**config.mk**
```make
export PLATFORM = sky130hd
export DESIGN_NAME = rpn_alu
export DESIGN_NICKNAME = d
export VERILOG_FILES = /design/src/rpn_pkg.sv /design/src/rpn_alu.sv
export SDC_FILE = /design/constraint.sdc
export NUM_CORES = 1
export LEC_CHECK = 0
export ABC_AREA = 1
export BUFFER_PORTS_ARGS = -buffer_cell sky130_fd_sc_hd__buf_2
export CAP_MARGIN = 20
export CORE_MARGIN = 2
export CORE_UTILIZATION = 40
export CTS_CLUSTER_DIAMETER = 100
export CTS_CLUSTER_SIZE = 30
export DETAILED_ROUTE_END_ITERATION = 10
export GPL_TIMING_DRIVEN = 1
export PLACE_DENSITY = 0.63
export SETUP_SLACK_MARGIN = 0.05
export SLEW_MARGIN = 20
export SYNTH_ARGS = -nofsm -noshare
export SYNTH_HDL_FRONTEND = slang
export SYNTH_SLANG_ARGS = --single-unit
```
**constraint.sdc**
```tcl
create_clock -name aclk -period 2.78 [get_ports aclk]
set_input_delay 0.278 -clock aclk [delete_from_list [all_inputs] [get_ports aclk]]
set_output_delay 0.278 -clock aclk [all_outputs]
set_load 0.03 [all_outputs]
```
**src/rpn_pkg.sv**
```systemverilog
// shared constants, types and helper functions of the rpn stack calculator
package rpn_pkg;

    // sizes
    localparam int STACK_DEPTH = 128;
    localparam int FRAC_BITS   = 16;
    localparam int DATA_W      = 32;
    localparam int AW          = $clog2(STACK_DEPTH);
    localparam int SP_W        = $clog2(STACK_DEPTH + 1);
    localparam int DIV_W       = DATA_W + FRAC_BITS;
    localparam int PROD_W      = 2 * DATA_W;
    localparam int CNT_W       = $clog2(DIV_W);
    localparam int MODE_W      = 4;
    localparam int STATUS_W    = 2;
    localparam int DEPTH_W     = 8;

    // stream port widths
    localparam int S_TDATA_W   = DATA_W;
    localparam int S_TUSER_W   = MODE_W;
    localparam int M_TDATA_W   = 48;
    localparam int M_TUSER_W   = 1;
    localparam int M_PAD_W     = M_TDATA_W - DATA_W - STATUS_W - DEPTH_W;

    // command modes
    localparam logic [MODE_W-1:0] MODE_PUSH  = 4'd0;
    localparam logic [MODE_W-1:0] MODE_ADD   = 4'd1;
    localparam logic [MODE_W-1:0] MODE_SUB   = 4'd2;
    localparam logic [MODE_W-1:0] MODE_MUL   = 4'd3;
    localparam logic [MODE_W-1:0] MODE_DIV   = 4'd4;
    localparam logic [MODE_W-1:0] MODE_MOD   = 4'd5;
    localparam logic [MODE_W-1:0] MODE_POP   = 4'd6;
    localparam logic [MODE_W-1:0] MODE_PEEK  = 4'd7;
    localparam logic [MODE_W-1:0] MODE_DUP   = 4'd8;
    localparam logic [MODE_W-1:0] MODE_SWAP  = 4'd9;
    localparam logic [MODE_W-1:0] MODE_CLEAR = 4'd10;

    // status codes
    localparam logic [STATUS_W-1:0] ST_OK    = 2'd0;
    localparam logic [STATUS_W-1:0] ST_UNDER = 2'd1;
    localparam logic [STATUS_W-1:0] ST_OVER  = 2'd2;
    localparam logic [STATUS_W-1:0] ST_ZDIV  = 2'd3;

    // iterative unit operations
    localparam logic ALU_MUL = 1'b0;
    localparam logic ALU_DIV = 1'b1;

    // saturation limits
    localparam logic [DATA_W-1:0] Q_MAX = {1'b0, {(DATA_W-1){1'b1}}};
    localparam logic [DATA_W-1:0] Q_MIN = {1'b1, {(DATA_W-1){1'b0}}};

    // command to the iterative unit
    typedef struct packed {
        logic              start;
        logic              op;
        logic [DIV_W-1:0]  x;
        logic [DATA_W-1:0] y;
    } alu_cmd_t;

    // state of the iterative unit
    typedef struct packed {
        logic              busy;
        logic [DATA_W-1:0] hi;
        logic [DIV_W-1:0]  lo;
    } alu_res_t;

    // stack memory access
    typedef struct packed {
        logic              wr_en;
        logic [AW-1:0]     wr_addr;
        logic [DATA_W-1:0] wr_data;
        logic              rd_en;
        logic [AW-1:0]     rd_addr;
    } mem_req_t;

    // magnitude of a two's complement value, most negative value maps to 2^(w-1)
    function automatic logic [DATA_W-1:0] mag_of(input logic [DATA_W-1:0] v);
        return v[DATA_W-1] ? DATA_W'(~v + DATA_W'(1)) : v;
    endfunction

    // signed value from sign and magnitude, saturated to the data range
    function automatic logic [DATA_W-1:0] sat_mag(input logic neg,
                                                  input logic [PROD_W-1:0] mag);
        logic big;
        big = |mag[PROD_W-1:DATA_W-1];
        if (neg) begin
            return big ? Q_MIN : DATA_W'(~mag[DATA_W-1:0] + DATA_W'(1));
        end
        return big ? Q_MAX : mag[DATA_W-1:0];
    endfunction

endpackage

```
**src/rpn_alu.sv**
```systemverilog
// shared iterative unit: shift-add multiply and restoring divide over one adder
module rpn_alu (
    input  logic              aclk,
    input  logic              aresetn,
    input  rpn_pkg::alu_cmd_t cmd,
    output rpn_pkg::alu_res_t res
);

    logic                         busy_reg, busy_next;
    logic                         op_reg, op_next;
    logic [rpn_pkg::CNT_W-1:0]    cnt_reg, cnt_next;
    logic [rpn_pkg::DATA_W-1:0]   y_reg, y_next;
    logic [rpn_pkg::DATA_W-1:0]   hi_reg, hi_next;
    logic [rpn_pkg::DIV_W-1:0]    lo_reg, lo_next;

    logic [rpn_pkg::DATA_W:0]     add_a;
    logic [rpn_pkg::DATA_W:0]     add_b;
    logic                         sub;
    logic [rpn_pkg::DATA_W+1:0]   sum;
    logic                         ge;

    // operand selection for the one adder
    always_comb begin
        if (op_reg == rpn_pkg::ALU_DIV) begin
            add_a = {hi_reg, lo_reg[rpn_pkg::DIV_W-1]};
            add_b = {1'b0, y_reg};
            sub   = 1'b1;
        end else begin
            add_a = {1'b0, hi_reg};
            add_b = lo_reg[0] ? {1'b0, y_reg} : '0;
            sub   = 1'b0;
        end
    end

    // shared adder, carry out doubles as the divide compare
    assign sum = {1'b0, add_a} + {1'b0, (sub ? ~add_b : add_b)}
               + (rpn_pkg::DATA_W+2)'(sub);
    assign ge  = sum[rpn_pkg::DATA_W+1];

    // one step per cycle while busy
    always_comb begin
        busy_next = busy_reg;
        op_next   = op_reg;
        cnt_next  = cnt_reg;
        y_next    = y_reg;
        hi_next   = hi_reg;
        lo_next   = lo_reg;
        if (cmd.start) begin
            busy_next = 1'b1;
            op_next   = cmd.op;
            y_next    = cmd.y;
            hi_next   = '0;
            lo_next   = cmd.x;
            cnt_next  = (cmd.op == rpn_pkg::ALU_MUL) ? rpn_pkg::CNT_W'(rpn_pkg::DATA_W - 1)
                                                     : rpn_pkg::CNT_W'(rpn_pkg::DIV_W - 1);
        end else if (busy_reg) begin
            if (op_reg == rpn_pkg::ALU_DIV) begin
                hi_next = ge ? sum[rpn_pkg::DATA_W-1:0] : add_a[rpn_pkg::DATA_W-1:0];
                lo_next = {lo_reg[rpn_pkg::DIV_W-2:0], ge};
            end else begin
                hi_next = sum[rpn_pkg::DATA_W:1];
                lo_next = {lo_reg[rpn_pkg::DIV_W-1:rpn_pkg::DATA_W], sum[0],
                           lo_reg[rpn_pkg::DATA_W-1:1]};
            end
            if (cnt_reg == '0) begin
                busy_next = 1'b0;
            end else begin
                cnt_next = cnt_reg - rpn_pkg::CNT_W'(1);
            end
        end
    end

    // control registers
    always_ff @(posedge aclk) begin
        if (!aresetn) begin
            busy_reg <= 1'b0;
            op_reg   <= rpn_pkg::ALU_MUL;
            cnt_reg  <= '0;
        end else begin
            busy_reg <= busy_next;
            op_reg   <= op_next;
            cnt_reg  <= cnt_next;
        end
    end

    // datapath registers
    always_ff @(posedge aclk) begin
        y_reg  <= y_next;
        hi_reg <= hi_next;
        lo_reg <= lo_next;
    end

    assign res.busy = busy_reg;
    assign res.hi   = hi_reg;
    assign res.lo   = lo_reg;

endmodule

```
# --- Word-level counts from Yosys, hierarchy flattened ---
# Cells that the tools add are included.
word_totals:
  out_inout_bits: 81
  ff_bits: 120
op_classes:
  addsub: 3
  muxes: 17
  reduce_logical: 5
  n_eq_ne: 1
  n_bitwise: 1
ops:
  columns: ["cell", "n"]
  rows:
  - ["$mux W48", 3]
  - ["$mux W32", 4]
  - ["$mux W33", 2]
  - ["$add A33 B33 Y34", 1]
  - ["$add A34 B1 Y34", 1]
  - ["$not A33 Y33", 1]
  - ["$mux W6", 4]
  - ["$logic_not A6 Y1", 1]
  - ["$sub A6 B1 Y6 const B", 1]
  - ["$mux W1", 4]
  - ["$reduce_and A2 Y1", 2]
  - ["$reduce_bool A2 Y1", 2]
  - ["$ne A2 B2 Y1 const B", 1]

# --- Longest topological paths before layout ---
depth:
  ltp_word: 9
  depth_mapped: 24
  ltp_nobuf: 21

# --- Least setup slack after synthesis ---
# No wires, ideal clock.
synth_timing:
  path_type: "reg-to-reg"
  startpoint: "register op_reg"
  endpoint: "register hi_reg[19] (netlist name)"
  n_path_buf: 5
  arrival_time_ns: 2.860
  synth_period_minus_slack_ns: 2.980
  t_required_ns: 2.660
  slack_ns: -0.200
  stages_incl_launch_ff: 19
  path_cell_list: "dfxtp_1 buf_6 buf_2 clkbuf_1 clkbuf_1 a21oi_1 o21ai_0 inv_1 ha_1 a21oi_1 o21ai_0 a21oi_1 nor2_1 nor2_2 nand2_4 buf_6 or2_1 nand3_1 a21oi_1"
synth_between:
  elab_chain_len: 7
  elab_cells_between_ends: 9
  classes_between: "2 x add/sub; 6 x mux; 1 x bitwise"
synth_rtl:
  columns: ["element", "line_no", "source"]
  rows:
  - ["start: declaration", "rpn_alu.sv:10", "logic op_reg, op_next;"]
  - ["start signal: assignment", "rpn_alu.sv:77", "op_reg <= rpn_pkg::ALU_MUL;"]
  - ["start signal: assignment", "rpn_alu.sv:81", "op_reg <= op_next;"]
  - ["$mux W32", "rpn_alu.sv:24", "if (op_reg == rpn_pkg::ALU_DIV) begin"]
  - ["$not A33 Y33", "rpn_alu.sv:36", "assign sum = {1'b0, add_a} + {1'b0, (sub ? ~add_b : add_b)}"]
  - ["$mux W33", "rpn_alu.sv:36", null]
  - ["$add A33 B33 Y34", "rpn_alu.sv:36", null]
  - ["$add A34 B1 Y34", "rpn_alu.sv:37", "+ (rpn_pkg::DATA_W+2)'(sub);"]
  - ["$mux W32", "rpn_alu.sv:58", "hi_next = ge ? sum[rpn_pkg::DATA_W-1:0] : add_a[rpn_pkg::DATA_W-1:0];"]
  - ["$mux W32 *", "rpn_alu.sv:57", "if (op_reg == rpn_pkg::ALU_DIV) begin"]
  - ["end signal: assignment", "rpn_alu.sv:89", "hi_reg <= hi_next;"]
  - ["end: declaration", "rpn_alu.sv:13", "logic [rpn_pkg::DATA_W-1:0] hi_reg, hi_next;"]
# Mark *: on every way between the ends. The rest lies on a longest branch, timed or not.
# A chain may end at the register's enable or synchronous reset.

# --- Worst setup path after layout ---
layout_timing:
  startpoint: "register lo_reg[0] (netlist name)"
  endpoint: "register hi_reg[19] (netlist name)"
layout_between:
  elab_chain_len: 8
layout_rtl:
  columns: ["element", "line_no", "source"]
  rows:
  - ["start: declaration", "rpn_alu.sv:14", "logic [rpn_pkg::DIV_W-1:0] lo_reg, lo_next;"]
  - ["start signal: assignment", "rpn_alu.sv:90", "lo_reg <= lo_next;"]
  - ["$mux W32 *", "rpn_alu.sv:30", "add_b = lo_reg[0] ? {1'b0, y_reg} : '0;"]
  - ["$mux W32 *", "rpn_alu.sv:24", null]
  - ["$not A33 Y33", "rpn_alu.sv:36", null]
  - ["$mux W33 *", "rpn_alu.sv:36", null]
  - ["$add A33 B33 Y34 *", "rpn_alu.sv:36", null]
  - ["$add A34 B1 Y34 *", "rpn_alu.sv:37", null]
  - ["$mux W32", "rpn_alu.sv:58", null]
  - ["$mux W32 *", "rpn_alu.sv:57", null]
# Marks and branches as above.

==> results.txt <==
Violated checks - negative setup slack
Clk sinks - 120
Hold Path Sink - y_reg[4]$_DFFE_PP_
Worst Setup Path Type - reg2reg
First-pass GRT wire length - 43400 um
Count of different cell masters after synthesis - 42
Final setup fails - 32
Root Driver - clkbuf_16
Drt drc - 0
Critical Path Source Type - flip-flop
Power Total - 7.65 mW
Leak - 6.08 nW
EDFF count, synth - 80
Clock transition at the registers of the reported paths - 0.06 ns
Via-per-instance ratio - 5.34
Syn avg cell area - 7.18 sq um
Detail Route Antenna Nets - 0
Chip Width - 149 um
Worst hold path type - in2reg
Run status - finished with violations
Pwr/cell area - 598 nW/um^2
Pin count of the biggest net entering global routing - 63
Hold WS - 0.0258 ns
Core Area - 20900 sq um
CP max FO - 7
# IOs - 165
Worst-Skew Late Latency - 0.43 ns
Netlist Area Pre-Place - 8450 sq um
R2R Path Start - lo_reg[0]$_DFFE_PP_
Final-layout fill cell count - 1765
Cells after Synth - 1177
WP data arrival - 3.29 ns
Synth area leaders - edfxtp_1, nand2_1, dfxtp_1
Port Buffers - 164
Max FFs per register - 48
Post-layout net count - 1616
CTS tree - yes
Relative slew slack - 0.588
Share of cells above drive strength 1 - 0.404
GRT Total Usage - 0.247
RSZ-0062 raised after global routing - true
Peak VDD IR - 0.454 mV
CTS Hold Bufs - 0
Layout area overhead - 51.5%
Largest area contributor in the netlist - edfxtp_1
Sequential share of power - 0.293
RR Endpoint - hi_reg[19]$_SDFFE_PP0P_
Gate power share - 0.412
Final WL - 30800 um
Max_cap viols - 0
Vias in the first global route - 8597
Top cells by count, synth - nand2_1, inv_1, o21ai_0, a21oi_1, edfxtp_1
Hold Startpoint - cmd[4]
Count leader, synth - nand2_1
Clock Tree Buf Depth - 2
DR pass1 iterations - 6
Routed WL per cell - 17.3 um
Post-synth ARST share - 0
Sequential cell area fraction in the yosys report - 0.379
FF/Latch Area - 3210 sq um
Post-route cell area - 12800 sq um
Area of the multi-input gates - 5410 sq um
Full die area - 22300 sq um
Top FF cell, synth - edfxtp_1
CTS Buf Count - 17
Final WS setup - -0.204 ns
Syn nets - 1295
Number of DRC markers in iteration 0 - 747
Synth warn - 0
Switching Power - 2.87 mW
R2R cell count - 17
Vias - 9530
Die Ht - 149 um
Period minus WS final - 2.98 ns
Gr ovfl total - 0
Hold path cells - 1
Crit end category - flip-flop
Starting Density - 0.404
Crit path required time - 3.08 ns
Placed Area - 10700 sq um
Yosys reg bits - 120
GPL Wtd Cong - 0.934
H-tree levels - 4
Fin. Hold Viols - 0
DP HPWL - 20800 um
Final period util - 1.07
Sw Share - 0.375
Clock network power share - 0.294
Max-slew violations - 0
Peak Freq - 0.335 GHz
Yosys top cell area share - 0.284
Internal power - 4.78 mW
Worst slew pin tran - 0.618 ns
Number of diodes - 0
Core Rows - 53
Flop2flop setup slack - -0.20 ns
Initial antenna violation count - 0
Clk_skew - 0.0182 ns
==> kinds of logic (layout without fill, tap and decap cells) <==
| kind of cell | after synthesis | after routing | synth area share |
|---|---|---|---|
| AOI/OAI and AO/OA | 306 | 306 | 0.201 |
| and+or+nand+nor | 469 | 469 | 0.239 |
| muxes | 2 | 2 | 0.00237 |
| adders and majority gates | 34 | 34 | 0.0513 |
| xor gates and xnor gates | 20 | 20 | 0.0207 |
| DFF | 120 | 120 | 0.379 |
| buffers and inverters | 226 | 560 | 0.107 |
==> timing repair <==
action | 4_1_cts | 5_1_grt
endpoints found under the setup margin | 33 | 33
gates cloned | 1 | 9
endpoints found under the hold margin | 0 | 0
pin swaps | 3 | 34
gates resized for setup | 72 | 202
setup buffers | 3 | 19
==> how the worst max path moves through the flow <==
stage	from	cells after the start	end	slack, ns
CTS	lo_reg[0]$_DFFE_PP_	20	hi_reg[14]$_SDFFE_PP0P_	-0.13
global placement	op_reg$_SDFFE_PN0P_	20	hi_reg[25]$_SDFFE_PP0P_	-0.22
global route	op_reg$_SDFFE_PN0P_	19	hi_reg[26]$_SDFFE_PP0P_	-0.32
finish	lo_reg[0]$_DFFE_PP_	17	hi_reg[19]$_SDFFE_PP0P_	-0.20
detailed placement	op_reg$_SDFFE_PN0P_	20	hi_reg[14]$_SDFFE_PP0P_	-0.26
floorplan	lo_reg[0]$_DFFE_PP_	16	hi_reg[19]$_SDFFE_PP0P_	0.06
==> layer usage <==
layer  vias up  GRT usage  part of all wire
met4         0     0.0752             0.025
li1       4601          -                 -
met5         -          0                 0
met3        65     0.0596             0.067
met2       390      0.407              0.48
met1      4474      0.322              0.43
==> power by group through the flow <==
stage	Clock [mW]	Sequential [mW]	Combinational, mW
6_report	2.25	2.24	3.15
3_3_place_gp	0	2.27	2.44
3_5_place_dp	0	2.27	2.45
2_1_floorplan	0	2.51	1.20
5_1_grt	2.34	2.27	3.39
4_1_cts	2.27	2.24	2.63
==> cells in the final DEF, fill, tap and decap left out, types with 14 or more instances in the layout <==
cell,n
ha_4,29
nand2_1,226
a21oi_2,24
o21ai_2,14
nor2_2,24
o21ai_0,100
dfxtp_1,38
a21oi_1,66
o221ai_1,31
buf_4,168
clkbuf_16,25
nor2_1,36
o21ai_1,33
nand3_1,65
nand2_2,42
inv_1,162
or2_2,21
edfxtp_1,80
buf_2,163
==> area by class of cell <==
class / instances / area share
multi-input combinational: 831 / 0.423
sequential: 120 / 0.251
timing repair buffer: 358 / 0.203
inverter: 170 / 0.0512
clock buffer: 18 / 0.0335
tap: 275 / 0.0269
clock inverter: 14 / 0.0116
==> through the flow <==
step / setup slack, ns / utilization / instances / setup TNS (ns)
final: -0.204 / 0.613 / 1786 / -3.38
after global routing: -0.324 / 0.613 / 1786 / -8.26
after CTS: -0.126 / 0.557 / 1760 / -1.29
after detailed placement: -0.260 / 0.512 / 1724 / -6.65
after global placement: -0.219 / 0.512 / 1724 / -5.16
after floorplan: 0.0643 / - / 1177 / 0
==> worst max-delay path, cell delays in order (launching register included) <==
cell	delay, ns
edfxtp_1	0.43
nor2_4	0.21
clkbuf_16	0.20
a21oi_1	0.04
o21ai_0	0.10
inv_1	0.13
ha_4	0.24
a21oi_2	0.20
o21ai_2	0.10
a21oi_4	0.18
nor2_4	0.06
nor2_4	0.19
nand2_8	0.12
buf_12	0.15
clkbuf_16	0.15
or2_1	0.20
nand3_1	0.08
a21oi_1	0.06
No activity file was read; power rests on OpenSTA's default activity.
